**src/hw/rtl/rpdi_pkg.sv**
```systemverilog
package rpdi_pkg;

  typedef enum logic [1:0] {
    OP_MUL,
    OP_DIV,
    OP_GCD
  } op_t;

  typedef struct packed {
    logic        start;
    op_t         op;
    logic [31:0] a;
    logic [31:0] b;
  } cmd_t;

  typedef struct packed {
    logic        done;
    logic        ovf;
    logic [31:0] value;
  } rsp_t;

  typedef enum logic [2:0] {
    U_IDLE,
    U_MUL,
    U_DIV,
    U_GCD,
    U_DONE
  } ustate_t;

  typedef enum logic [4:0] {
    S_IDLE,
    S_CHECK,
    S_MULD,
    S_RED,
    S_RED_G,
    S_RED_N,
    S_RED_D,
    S_RET,
    S_TERM,
    S_POW_N,
    S_POW_D,
    S_TN,
    S_TD,
    S_AF_G,
    S_AF_FA,
    S_AF_FB,
    S_AF_L,
    S_AF_S1,
    S_AF_S2,
    S_AF_ADD,
    S_FAULT,
    S_FINISH,
    S_FIN,
    S_EMIT
  } state_t;

  typedef enum logic [1:0] {
    PH_COEF,
    PH_TERM,
    PH_SUM
  } phase_t;

  localparam logic [1:0] ST_OK   = 2'd0;
  localparam logic [1:0] ST_OVF  = 2'd1;
  localparam logic [1:0] ST_ZERO = 2'd2;

  localparam logic [1:0] CFG_UPPER_NUMER = 2'd0;
  localparam logic [1:0] CFG_UPPER_DENOM = 2'd1;
  localparam logic [1:0] CFG_LOWER_NUMER = 2'd2;
  localparam logic [1:0] CFG_LOWER_DENOM = 2'd3;

  localparam logic [31:0] WORD_MIN = 32'h8000_0000;

endpackage

```
**src/hw/rtl/rpdi_serial_unit.sv**
```systemverilog
module rpdi_serial_unit
  import rpdi_pkg::*;
(
  input  logic clk,
  input  logic rst,
  input  cmd_t cmd,
  output rsp_t rsp
);

  ustate_t     state, state_next;
  op_t         op_q;
  logic        sgn;
  logic [63:0] acc;
  logic [63:0] mcand;
  logic [31:0] mb;
  logic [31:0] quo;
  logic [32:0] rem;
  logic [31:0] dvs;
  logic [4:0]  cnt;
  logic [31:0] gx, gy, gres;
  logic [4:0]  gk;
  logic [31:0] ma, mbi;
  logic [32:0] trial;

  assign ma    = cmd.a[31] ? 32'(-cmd.a) : cmd.a;
  assign mbi   = cmd.b[31] ? 32'(-cmd.b) : cmd.b;
  assign trial = {rem[31:0], quo[31]};

  always_comb begin
    state_next = state;
    unique case (state)
      U_IDLE: begin
        if (cmd.start) begin
          unique case (cmd.op)
            OP_MUL:  state_next = U_MUL;
            OP_DIV:  state_next = U_DIV;
            OP_GCD:  state_next = U_GCD;
            default: state_next = U_DONE;
          endcase
        end
      end
      U_MUL:  if (mb == '0) state_next = U_DONE;
      U_DIV:  if (cnt == 5'd31) state_next = U_DONE;
      U_GCD:  if (gx == '0 || gy == '0) state_next = U_DONE;
      U_DONE: state_next = U_IDLE;
      default: state_next = U_IDLE;
    endcase
  end

  always_ff @(posedge clk) begin
    if (rst) begin
      state <= U_IDLE;
    end else begin
      state <= state_next;
    end
  end

  // one bit of multiplier, quotient or gcd reduction per cycle
  always_ff @(posedge clk) begin
    unique case (state)
      U_IDLE: begin
        if (cmd.start) begin
          op_q  <= cmd.op;
          sgn   <= (cmd.op == OP_MUL) ? (cmd.a[31] ^ cmd.b[31]) : cmd.a[31];
          acc   <= '0;
          mcand <= {32'd0, ma};
          mb    <= mbi;
          quo   <= ma;
          rem   <= '0;
          dvs   <= mbi;
          cnt   <= '0;
          gx    <= ma;
          gy    <= mbi;
          gk    <= '0;
        end
      end
      U_MUL: begin
        if (mb != '0) begin
          if (mb[0]) acc <= acc + mcand;
          mcand <= {mcand[62:0], 1'b0};
          mb    <= {1'b0, mb[31:1]};
        end
      end
      U_DIV: begin
        if (trial >= {1'b0, dvs}) begin
          rem <= trial - {1'b0, dvs};
          quo <= {quo[30:0], 1'b1};
        end else begin
          rem <= trial;
          quo <= {quo[30:0], 1'b0};
        end
        cnt <= cnt + 5'd1;
      end
      U_GCD: begin
        priority if (gx == '0 || gy == '0) begin
          gres <= (gx | gy) << gk;
        end else if (!gx[0] && !gy[0]) begin
          gx <= {1'b0, gx[31:1]};
          gy <= {1'b0, gy[31:1]};
          gk <= gk + 5'd1;
        end else if (!gx[0]) begin
          gx <= {1'b0, gx[31:1]};
        end else if (!gy[0]) begin
          gy <= {1'b0, gy[31:1]};
        end else if (gx >= gy) begin
          gx <= (gx - gy) >> 1;
        end else begin
          gy <= (gy - gx) >> 1;
        end
      end
      default: ;
    endcase
  end

  always_comb begin
    rsp.done  = (state == U_DONE);
    rsp.ovf   = 1'b0;
    rsp.value = '0;
    unique case (op_q)
      OP_MUL: begin
        rsp.ovf   = sgn ? (acc > 64'h0000_0000_8000_0000) : (acc > 64'h0000_0000_7FFF_FFFF);
        rsp.value = sgn ? 32'(-acc[31:0]) : acc[31:0];
      end
      OP_DIV:  rsp.value = sgn ? 32'(-quo) : quo;
      OP_GCD:  rsp.value = gres;
      default: rsp.value = '0;
    endcase
  end

endmodule

```
**src/hw/rtl/rational_polynomial_definite_integral_unit.sv**
```systemverilog
// Exact definite integral of a polynomial with rational coefficients. Each input word carries
// one coefficient n/d of x^power; the block adds n/(d*(power+1)) * x^(power+1) evaluated at the
// configured upper and lower bounds into two reduced fractions, and on a word with tlast set it
// returns upper minus lower as a reduced fraction with positive denominator, status in tuser
// (0 ok, 1 overflow past 32-bit signed, 2 zero denominator; on error the value is 0/1). One item
// at a time runs through a single shared serial unit that multiplies, divides or takes a binary
// gcd one bit per cycle; a multiply stops once no set bits of its second operand remain. Write
// bounds only while the block is idle.
module rational_polynomial_definite_integral_unit
  import rpdi_pkg::*;
#(
  parameter int MAX_POWER = 15
) (
  input  logic        clk,
  input  logic        rst,
  input  logic        s_tvalid,
  output logic        s_tready,
  input  logic [71:0] s_tdata,   // coef_numer[31:0], coef_denom[63:32], power[67:64], zero pad
  input  logic        s_tlast,
  output logic        m_tvalid,
  input  logic        m_tready,
  output logic [63:0] m_tdata,   // result_numer[31:0], result_denom[62:32], zero pad
  output logic [1:0]  m_tuser,   // status[1:0]
  input  logic        cfg_we,
  input  logic [1:0]  cfg_index,
  input  logic [31:0] cfg_data
);

  state_t      state, state_next;
  phase_t      phase;
  cmd_t        cmd;
  rsp_t        rsp;
  logic        pend;
  logic [31:0] ub_n, lb_n;
  logic [30:0] ub_d, lb_d;
  logic [31:0] n, d, bn, bd, pn, pd, wn, wd, g, fa, fb, s, l, tmp;
  logic [31:0] an, ad, tn, td, nun, nud;
  logic [31:0] usn, usd, lsn, lsd;
  logic [3:0]  p;
  logic [4:0]  cnt;
  logic        last_q, side, fin;
  logic [1:0]  err;
  logic        unit_state;
  logic        bad_power;
  logic [32:0] sum33;

  assign unit_state = (state == S_MULD)  || (state == S_RED_G) || (state == S_RED_N) ||
                      (state == S_RED_D) || (state == S_POW_N) || (state == S_POW_D) ||
                      (state == S_TN)    || (state == S_TD)    || (state == S_AF_G)  ||
                      (state == S_AF_FA) || (state == S_AF_FB) || (state == S_AF_L)  ||
                      (state == S_AF_S1) || (state == S_AF_S2);
  assign bad_power  = (int'(p) > MAX_POWER);
  assign sum33      = {s[31], s} + {tmp[31], tmp};

  rpdi_serial_unit u_unit (
    .clk (clk),
    .rst (rst),
    .cmd (cmd),
    .rsp (rsp)
  );

  always_comb begin
    cmd.start = unit_state && !pend;
    cmd.op    = OP_MUL;
    cmd.a     = '0;
    cmd.b     = '0;
    unique case (state)
      S_MULD:  begin cmd.a = d;  cmd.b = 32'({1'b0, p} + 5'd1); end
      S_RED_G: begin cmd.op = OP_GCD; cmd.a = wn; cmd.b = wd; end
      S_RED_N: begin cmd.op = OP_DIV; cmd.a = wn; cmd.b = g; end
      S_RED_D: begin cmd.op = OP_DIV; cmd.a = wd; cmd.b = g; end
      S_POW_N: begin cmd.a = pn; cmd.b = bn; end
      S_POW_D: begin cmd.a = pd; cmd.b = bd; end
      S_TN:    begin cmd.a = n;  cmd.b = pn; end
      S_TD:    begin cmd.a = d;  cmd.b = pd; end
      S_AF_G:  begin cmd.op = OP_GCD; cmd.a = ad; cmd.b = td; end
      S_AF_FA: begin cmd.op = OP_DIV; cmd.a = td; cmd.b = g; end
      S_AF_FB: begin cmd.op = OP_DIV; cmd.a = ad; cmd.b = g; end
      S_AF_L:  begin cmd.a = ad; cmd.b = fa; end
      S_AF_S1: begin cmd.a = an; cmd.b = fa; end
      S_AF_S2: begin cmd.a = tn; cmd.b = fb; end
      default: ;
    endcase
    s_tready = (state == S_IDLE);
  end

  always_comb begin
    state_next = state;
    unique case (state)
      S_IDLE:  if (s_tvalid) state_next = S_CHECK;
      S_CHECK: begin
        priority if (err != ST_OK) state_next = S_FINISH;
        else if (d == '0 || ub_d == '0 || lb_d == '0) state_next = S_FINISH;
        else if (bad_power) state_next = S_FAULT;
        else if (d[31] && (n == WORD_MIN || d == WORD_MIN)) state_next = S_FAULT;
        else state_next = S_MULD;
      end
      S_MULD, S_POW_N, S_TN, S_TD, S_AF_L, S_AF_S1, S_AF_S2: begin
        if (rsp.done) begin
          priority if (rsp.ovf) state_next = S_FAULT;
          else begin
            unique case (state)
              S_MULD:  state_next = S_RED;
              S_POW_N: state_next = S_POW_D;
              S_TN:    state_next = S_TD;
              S_TD:    state_next = S_RED;
              S_AF_L:  state_next = S_AF_S1;
              S_AF_S1: state_next = S_AF_S2;
              default: state_next = S_AF_ADD;
            endcase
          end
        end
      end
      S_POW_D: begin
        if (rsp.done) begin
          priority if (rsp.ovf) state_next = S_FAULT;
          else if (cnt == 5'd1) state_next = S_TN;
          else state_next = S_POW_N;
        end
      end
      S_RED:   state_next = (wn == '0) ? S_RET : S_RED_G;
      S_RED_G: if (rsp.done) state_next = S_RED_N;
      S_RED_N: if (rsp.done) state_next = S_RED_D;
      S_RED_D: if (rsp.done) state_next = S_RET;
      S_RET: begin
        unique case (phase)
          PH_COEF: state_next = S_TERM;
          PH_TERM: state_next = S_AF_G;
          default: begin
            priority if (fin) state_next = S_EMIT;
            else if (!side) state_next = S_TERM;
            else state_next = S_FINISH;
          end
        endcase
      end
      S_TERM:   state_next = S_POW_N;
      S_AF_G:   if (rsp.done) state_next = S_AF_FA;
      S_AF_FA:  if (rsp.done) state_next = S_AF_FB;
      S_AF_FB:  if (rsp.done) state_next = S_AF_L;
      S_AF_ADD: state_next = (sum33[32] != sum33[31]) ? S_FAULT : S_RED;
      S_FAULT:  state_next = fin ? S_EMIT : S_FINISH;
      S_FINISH: begin
        priority if (!last_q) state_next = S_IDLE;
        else if (err != ST_OK) state_next = S_EMIT;
        else state_next = S_FIN;
      end
      S_FIN:    state_next = (lsn == WORD_MIN) ? S_FAULT : S_AF_G;
      S_EMIT:   if (!m_tvalid || m_tready) state_next = S_IDLE;
      default:  state_next = S_IDLE;
    endcase
  end

  always_ff @(posedge clk) begin
    if (rst) begin
      state    <= S_IDLE;
      pend     <= 1'b0;
      err      <= ST_OK;
      fin      <= 1'b0;
      usn      <= '0;
      usd      <= 32'd1;
      lsn      <= '0;
      lsd      <= 32'd1;
      ub_n     <= '0;
      ub_d     <= 31'd1;
      lb_n     <= '0;
      lb_d     <= 31'd1;
      m_tvalid <= 1'b0;
    end else begin
      state <= state_next;
      if (cmd.start) pend <= 1'b1;
      else if (rsp.done) pend <= 1'b0;

      if (cfg_we) begin
        unique case (cfg_index)
          CFG_UPPER_NUMER: ub_n <= cfg_data;
          CFG_UPPER_DENOM: ub_d <= cfg_data[30:0];
          CFG_LOWER_NUMER: lb_n <= cfg_data;
          CFG_LOWER_DENOM: lb_d <= cfg_data[30:0];
          default: ;
        endcase
      end

      // in S_EMIT the output word is reloaded below instead
      if (m_tvalid && m_tready && state != S_EMIT) m_tvalid <= 1'b0;

      unique case (state)
        S_IDLE: begin
          if (s_tvalid) begin
            n      <= s_tdata[31:0];
            d      <= s_tdata[63:32];
            p      <= s_tdata[67:64];
            last_q <= s_tlast;
          end
        end
        S_CHECK: begin
          if (err == ST_OK && (d == '0 || ub_d == '0 || lb_d == '0)) err <= ST_ZERO;
          if (d[31]) begin
            n <= 32'(-n);
            d <= 32'(-d);
          end
        end
        S_MULD: begin
          if (rsp.done) begin
            wn    <= n;
            wd    <= rsp.value;
            phase <= PH_COEF;
          end
        end
        S_RED:   if (wn == '0) wd <= 32'd1;
        S_RED_G: if (rsp.done) g <= rsp.value;
        S_RED_N: if (rsp.done) wn <= rsp.value;
        S_RED_D: if (rsp.done) wd <= rsp.value;
        S_RET: begin
          unique case (phase)
            PH_COEF: begin
              n    <= wn;
              d    <= wd;
              side <= 1'b0;
            end
            PH_TERM: begin
              tn <= wn;
              td <= wd;
              an <= side ? lsn : usn;
              ad <= side ? lsd : usd;
            end
            default: begin
              if (!fin) begin
                if (!side) begin
                  nun  <= wn;
                  nud  <= wd;
                  side <= 1'b1;
                end else begin
                  // commit both sums only when neither side faulted
                  usn <= nun;
                  usd <= nud;
                  lsn <= wn;
                  lsd <= wd;
                end
              end
            end
          endcase
        end
        S_TERM: begin
          bn  <= side ? lb_n : ub_n;
          bd  <= side ? {1'b0, lb_d} : {1'b0, ub_d};
          pn  <= 32'd1;
          pd  <= 32'd1;
          cnt <= {1'b0, p} + 5'd1;
        end
        S_POW_N: if (rsp.done) pn <= rsp.value;
        S_POW_D: begin
          if (rsp.done) begin
            pd  <= rsp.value;
            cnt <= cnt - 5'd1;
          end
        end
        S_TN: if (rsp.done) wn <= rsp.value;
        S_TD: begin
          if (rsp.done) begin
            wd    <= rsp.value;
            phase <= PH_TERM;
          end
        end
        S_AF_G:  if (rsp.done) g <= rsp.value;
        S_AF_FA: if (rsp.done) fa <= rsp.value;
        S_AF_FB: if (rsp.done) fb <= rsp.value;
        S_AF_L:  if (rsp.done) l <= rsp.value;
        S_AF_S1: if (rsp.done) s <= rsp.value;
        S_AF_S2: if (rsp.done) tmp <= rsp.value;
        S_AF_ADD: begin
          wn    <= sum33[31:0];
          wd    <= l;
          phase <= PH_SUM;
        end
        S_FAULT: if (err == ST_OK) err <= ST_OVF;
        S_FINISH: if (last_q) fin <= 1'b1;
        S_FIN: begin
          an <= usn;
          ad <= usd;
          tn <= 32'(-lsn);
          td <= lsd;
        end
        S_EMIT: begin
          if (!m_tvalid || m_tready) begin
            m_tvalid <= 1'b1;
            m_tuser  <= err;
            if (err != ST_OK) begin
              m_tdata <= {1'b0, 31'd1, 32'd0};
            end else begin
              m_tdata <= {1'b0, wd[30:0], wn};
            end
            usn <= '0;
            usd <= 32'd1;
            lsn <= '0;
            lsd <= 32'd1;
            err <= ST_OK;
            fin <= 1'b0;
          end
        end
        default: ;
      endcase
    end
  end

`ifndef SYNTH
  a_usd_pos: assert property (@(posedge clk) disable iff (rst)
    !usd[31] && usd != '0) else $error("upper sum denominator not positive");
  a_lsd_pos: assert property (@(posedge clk) disable iff (rst)
    !lsd[31] && lsd != '0) else $error("lower sum denominator not positive");
  a_err_out: assert property (@(posedge clk) disable iff (rst)
    m_tvalid && m_tuser != ST_OK |-> m_tdata == {1'b0, 31'd1, 32'd0})
    else $error("error result not 0/1");
  a_err_keep: assert property (@(posedge clk) disable iff (rst)
    $past(err) == ST_ZERO && !$past(rst) |-> err == ST_ZERO || err == ST_OK)
    else $error("zero-denominator status lost");
  a_unit_idle: assert property (@(posedge clk) disable iff (rst)
    s_tvalid && s_tready |-> !pend) else $error("item taken while unit busy");
`endif

endmodule
```
**config.mk**
```make
export PLATFORM = sky130hd
export DESIGN_NAME = rational_polynomial_definite_integral_unit
export DESIGN_NICKNAME = d
export VERILOG_FILES = /design/src/hw/rtl/rpdi_pkg.sv /design/src/hw/rtl/rpdi_serial_unit.sv /design/src/hw/rtl/rational_polynomial_definite_integral_unit.sv
export SDC_FILE = /design/constraint.sdc
export NUM_CORES = 2
export LEC_CHECK = 0
export BUFFER_PORTS_ARGS = -buffer_cell sky130_fd_sc_hd__clkbuf_2
export CAP_MARGIN = 5
export CORE_UTILIZATION = 50
export DETAILED_ROUTE_END_ITERATION = 8
export PLACE_DENSITY = 0.66
export RECOVER_POWER = 25
export SLEW_MARGIN = 30
export SYNTH_ARGS = -nofsm -noshare
export SYNTH_HDL_FRONTEND = slang
export SYNTH_HIERARCHICAL = 1
export SYNTH_SLANG_ARGS = --single-unit
```
**constraint.sdc**
```tcl
create_clock -name clk -period 16.6 [get_ports clk]
set_input_delay 0.83 -clock clk [delete_from_list [all_inputs] [get_ports clk]]
set_output_delay 0.83 -clock clk [all_outputs]
set_load 0.005 [all_outputs]
```
[Yosys cells after proc, flatten, opt, wreduce, memory -nomap -nowiden]
Index checks and enable logic that the tools add are counted.
Operators by class
  muxes and demuxes: 140
  order comparisons: 4
  equal/unequal tests: 80
  shift operators: 1
  bitwise logic cells: 7
  add/subtract/negate cells: 17
  reduce and logical (&&, ||, !) cells: 103
Operators by type and width (number)
  two-way mux 32 bit: 49
  one-hot mux 32 bit (2 select lines): 15
  one-hot mux 64 bit (14 select lines): 1
  one-hot mux 32 bit (3 select lines): 5
  two-way mux 64 bit: 5
  one-hot mux 64 bit (2 select lines): 2
  negation 32 bit: 7
  logical NOT 32 bit: 5
  two-way mux 5 bit: 24
  equality test 32 bit (second input constant): 3
  subtractor 32 bit: 3
  one-hot mux 5 bit (18 select lines): 1
  adder 64 bit: 1
  > comparator 64 x 31 -> 1 bit (second input constant): 1
  > comparator 64 x 32 -> 1 bit (second input constant): 1
  logical NOT 31 bit: 2
  != test 2 bit (second input constant): 25
  equality test 5 bit (second input constant): 9
  AND reduction 3 bit: 14
  equality test 5 x 4 -> 1 bit (second input constant): 8
  one-hot mux 5 bit (2 select lines): 4
  AND reduction 4 bit: 10
  adder 32 x 32 -> 33 bit: 1
  >= comparator 33 x 32 -> 1 bit: 1
  other kinds (47): 155
Word-level totals
  bits of input ports: 112
  register bits after elaboration: 1351

[Longest topological paths before layout]
  word-level depth: 17
  mapped depth: 19
  mapped depth without buffers: 17

[Modules after synthesis]
The synthesis kept the hierarchy.
By module, submodules not included
  rational_polynomial_definite_integral_unit: area each 43161.4 um^2, cells an instance 3684, times used 1, sequential area each 26815.7 um^2
  rpdi_serial_unit: area each 28727.6 um^2, cells an instance 3118, times used 1, sequential area each 11020.6 um^2

[Least setup slack after synthesis]
Ideal clock, no wire load.
  kind: register to register
  start point: register u_unit.state[1]
  end point: register u_unit.acc[0], enable pin
  stages on the path, launching flop included: 6
  path slack: 6.405 ns
  data arrival time: 9.768 ns
  buffers on the path: 2
  cells stage by stage: dfxtp_1 > or3b_2 > clkbuf_1 > clkbuf_1 > o21ai_0 > o21a_1
On the way
  cells in the longest elaborated chain, start to end: 3
Ends and longest elaborated chain
  from (decl): RTL line rpdi_serial_unit.sv:10  | ustate_t state, state_next;
  from (signal assigned): RTL line rpdi_serial_unit.sv:54  | state <= state_next;
  equality test 3 x 1 -> 1 bit or logical NOT 3 bit (tied branches): RTL line rpdi_serial_unit.sv:60  | unique case (state)
  != test 2 x 1 -> 1 bit (no line), or another cell as far along
  AND reduction 4 bit (no line) (*)
  to (signal assigned): RTL line rpdi_serial_unit.sv:79  | if (mb[0]) acc <= acc + mcand;
  to (decl): RTL line rpdi_serial_unit.sv:13  | logic [63:0] acc;
Mark *: on every way between the ends. The rest lies on a longest branch, timed or not.
A chain may end at the register's enable or synchronous reset.

==> flow_results.org <==
** Yosys
- Synthesis handed over a netlist of 6802 instances.
- Number of synthesized register bits :: 1349
- Post-synthesis cell area :: 71900 sq um
- Part of the Yosys area used for sequential elements :: 52.6%
- Counting distinct cell types in the post-synthesis netlist gives 104.
- For this run, the number of Yosys warnings is 6.
- For this run, asynchronously set or reset flops after synthesis account for 0%.
- Counting every net in the synthesized netlist gives 7158.
- Of all cell types, the one taking the most synthesized area is edfxtp_1.
- Area share of the leading cell type in the synthesized netlist :: 45.2%
- Average cell area after synthesis :: 10.6 sq um
- In the synthesized netlist the dominant register cell turns out to be edfxtp_1.
- Top cells by area, synth :: edfxtp_1 45%, dfxtp_1 7.4%, a21oi_1 4.5%
- Counting flops with a built-in enable in the synthesized netlist gives 1082.

** Floorplan
- Die boundary width :: 381 microns
- For this configuration, the core starts out at a cell density of 50.6%.
- Y dimension of the die :: 381 microns
- The core region is 142000 sq um.
- The die covers 145000 sq um.
- After floorplanning, the core was divided into 138 placement rows.
- 180 I/O pins were placed.

** Cells and area
- Cells with a size suffix above 1 make up 10.7% of the layout.
- Area growth, synth to finish :: 11.1%
- The layout has 12.1k filler cells.
- NumNets Final :: 7196
- Registers with the most flip-flops :: u_unit/acc x64, u_unit/mcand x64, m_tdata x63

** STA
- After layout, the minimum clock period comes to 6.79 ns.
- Hold violation count in the final report :: 0
- Setup violations remaining at the end of the flow were counted as 0.
- The worst path uses 40.9% of the clock period.
- For the pin with the worst max-slew slack, the measured transition is 4.52 ns.
- Setup slack closes at 9.81 ns.
- The number of pins exceeding their max-slew limit in the final report came to 876.
- Final setup TNS :: 0 ns
- Max-slew headroom :: -201%
- Worst clock skew on the final layout :: 0.0661 ns
- Setup repair after global routing left no endpoint under its margin.
- For this run, the top clock speed supported by timing is 147 MHz.

** CTS
- At the later pin of the worst-skew pair, clock insertion delay measures 0.82 ns.
- Counting every sink on the clock net gives 1349.
- TritonCTS clock tree :: yes
- Clock slew at the register clock pins of the worst setup and hold paths :: 0.07 ns
- Post-CTS setup repair buffer count :: 0
- Gates resized during post-CTS repair numbered 0.
- CTS Root Cell :: clkbuf_16
- The clock passes through at most 3 buffers.
- # hold bufs at CTS :: 0
- Number of CTS-inserted buffers :: 150
- The H-tree was split into 4 levels.

** Detailed routing
- Number of routed nets with antenna violations :: 0
- Detailed routing inserted a total of 58.0k vias.
- In the final routed layout, each cell accounts on average for 29.4 microns.
- Detailed-routing iteration count for the pre-antenna-repair pass :: 9
- Total length of routed wires :: 260 mm
- For this run, design rule violations remaining after detail routing come to 8.
- Initial DRC count :: 8428
- In the routed layout, each cell is associated on average with a via count of 6.55.

** Power
- Across the VDD grid, the largest voltage drop is 0.190 mV.
- In this run the static leakage power is 28.8 nW.
- Dividing total power by cell area gives a power density of 181 nW/um^2.

** Critical path
- Arrival time at the worst endpoint :: 7.13 ns
- Worst reg2reg path startpoint :: state[3]$_SDFFE_PP0P_
- Classification of the worst setup path :: flop to flop
- Required @ worst endpoint :: 16.94 ns
- For the worst flop-to-flop path, the logic depth is 15.
- Crit start category :: flop
- Maximum fanout count along the critical path :: 32
- Cell Chain, Critical Path :: inv_1 -> nand2_1 -> nor3_2 -> buf_4 -> a22o_1 -> a221oi_1 -> nand3_1 -> nor2_1 -> nand3_1 -> or4_4 -> nand2b_1 -> or4_4 -> o31ai_1 -> xor2_2 -> a21oi_1
- Capturing element type of the critical path :: flop
- Endpoint of the most critical register-to-register path :: u_unit/mcand[25]$_DFFE_PP_
- On the worst path, the slowest cell contributes a delay of 0.90 ns.
- Counting both buffers and inverters, the worst setup path holds a total of 2.
- Register-to-register setup slack :: 9.81 ns
- The kind of cell with the highest combined delay along the critical path is simple AND/OR/NAND/NOR gates.
- Critical-path cell with the highest stage delay :: dfxtp_1

** Place
- Buffers placed on the I/O ports in this run total 174.
- Detailed placement finished with a half-perimeter wire length of 183 mm.
- Routability congestion estimate from global placement :: 0.977
- Pre-CTS setup slack :: 10.26 ns

** Hold path
- Worst Hold Path EP :: last_q$_DFFE_PP_
- Along the worst hold path, the cell count comes to 1.
- The worst hold path belongs to the class input port to flop.
- The startpoint identified for the worst hold timing path is s_tlast.

** Status
- Violations in the final reports :: DRC, capacitance limit, slew limit
- Result of the run :: complete, but fails checks

** Global route
- The initial antenna violation count is 14.
- Global-route wire length before repair :: 372 mm
- Total global routing overflow :: 0
- Maximum number of pins on one net before global-route repair :: 107
- All-layer global routing usage :: 34.9%
- The via count of the first global-routing pass came to 53.7k.

** Flow run
- Max-Cap Viols :: 20
[logic make-up (layout without fill, tap and decap cells)]
| group | Yosys count | after routing | synth area share (%) |
|---|---|---|---|
| compound gates | 1814 | 1814 | 16.5 |
| xor+xnor | 373 | 373 | 4.54 |
| fa+ha+maj | 244 | 244 | 4.30 |
| buf+inv | 647 | 811 | 3.52 |
| flops | 1349 | 1349 | 52.6 |
| mux | 265 | 265 | 4.44 |
| other cells | 1 | 7 | 0.00522 |
| simple gates | 2109 | 2109 | 14.0 |
[worst register-to-register path, stage by stage (launching register included)]
cell,delay [ns]
dfxtp_1,0.90
inv_1,0.32
nand2_1,0.50
nor3_2,0.06
buf_4,0.27
a22o_1,0.29
a221oi_1,0.58
nand3_1,0.38
nor2_1,0.26
nand3_1,0.17
or4_4,0.49
nand2b_1,0.23
or4_4,0.55
o31ai_1,0.35
xor2_2,0.83
a21oi_1,0.15
[stage by stage]
step           util (%)  hold WS [ns]  cell area, sq um  std cells  total power [mW]
2_1_floorplan         -         0.433             71900       6802              8.90
5_1_grt            56.2         0.177             79800       8858              15.1
3_3_place_gp       52.6         0.438             74800       8572              10.9
3_5_place_dp       52.8         0.443             75000       8577              11.0
6_report           56.2         0.187             79800       8862              14.5
4_1_cts            56.3         0.150             80000       8855              14.3
[cells in the mapped netlist, drive strengths merged (10+ instances only)]
cell / instances
a22oi: 166
nand3: 224
edfxtp: 1082
or3: 29
mux4: 26
a211o: 10
clkbuf: 368
inv: 211
ha: 239
a222oi: 72
and2: 181
nor3b: 11
a21oi: 643
o221ai: 13
or2: 18
o21ai: 303
a221oi: 111
o31ai: 43
a21o: 63
nor2b: 43
nand2b: 43
mux2: 169
o41ai: 25
a211oi: 36
o211ai: 18
a22o: 87
o21a: 27
a221o: 16
o31a: 11
or4: 41
mux2i: 70
nand4: 77
nor2: 476
nand2: 686
nor4: 103
and3: 33
o22ai: 49
xnor2: 175
o21bai: 38
xor2: 198
dfxtp: 267
nor3: 114
a31oi: 23
buf: 66
[layer usage]
metal / wire, microns / vias up / global-route usage, %
li1: - / 25500 / -
met1: 99700 / 28400 / 45.7
met2: 116000 / 3362 / 53.6
met3: 26000 / 688 / 6.86
met4: 18300 / 8 / 20.8
met5: 52 / - / 0
[placed cells by master, fill, tap and decap left out, drive strengths merged, types with 29 or more instances in the layout]
cell and instances:
nand3 224, nor4 103, a221oi 111, dfxtp 267, and2 181, clkbuf 399, o31ai 43, and3 33
o21bai 38, nand2b 43, a21oi 643, nor2 476, nor3 114, xnor2 175, xor2 198, clkinv 63
a22oi 166, nor2b 43, nand4 77, o22ai 49, or4 41, ha 239, or3 29, mux2 169
a21o 63, nand2 686, inv 217, buf 119, mux2i 70, a22o 87, a211oi 36, edfxtp 1082
o21ai 303, a222oi 72
[how the worst max path moves through the flow]
| stage | from | to | slack, ns | cells past startpoint |
|---|---|---|---|---|
| finish | state[3]$_SDFFE_PP0P_ | u_unit/mcand[25]$_DFFE_PP_ | 9.81 | 15 |
| global route | state[3]$_SDFFE_PP0P_ | u_unit/mcand[25]$_DFFE_PP_ | 9.69 | 14 |
| CTS | state[3]$_SDFFE_PP0P_ | u_unit/gx[26]$_DFFE_PP_ | 10.22 | 14 |
| detailed placement | state[3]$_SDFFE_PP0P_ | u_unit/gx[26]$_DFFE_PP_ | 10.26 | 14 |
| global placement | state[3]$_SDFFE_PP0P_ | u_unit/gx[26]$_DFFE_PP_ | 10.33 | 14 |
| floorplan | u_unit/state[1]$_SDFFE_PP0P_ | u_unit/acc[0]$_SDFFCE_PN0P_ | 6.41 | 5 |
[where the power goes]
part	switching, mW	internal [mW]	leakage, nW
clock	1.46	1.92	2.44
combinational	4.05	2.05	14.2
sequential	0.492	4.52	12.2
[layout make-up]
| cell class | instances | area, sq um | share of cell area, % |
|---|---|---|---|
| timing repair buffer | 320 | 1870 | 2.34 |
| tap | 1890 | 2360 | 2.96 |
| multi-input combinational | 4806 | 31900 | 40.0 |
| sequential | 1349 | 37800 | 47.4 |
| clock buffer | 198 | 4050 | 5.07 |
| clock inverter | 80 | 962 | 1.21 |
| inverter | 213 | 800 | 1.00 |
| antenna | 6 | 15.0 | 0.0188 |
(Power assumes the default switching activity.)
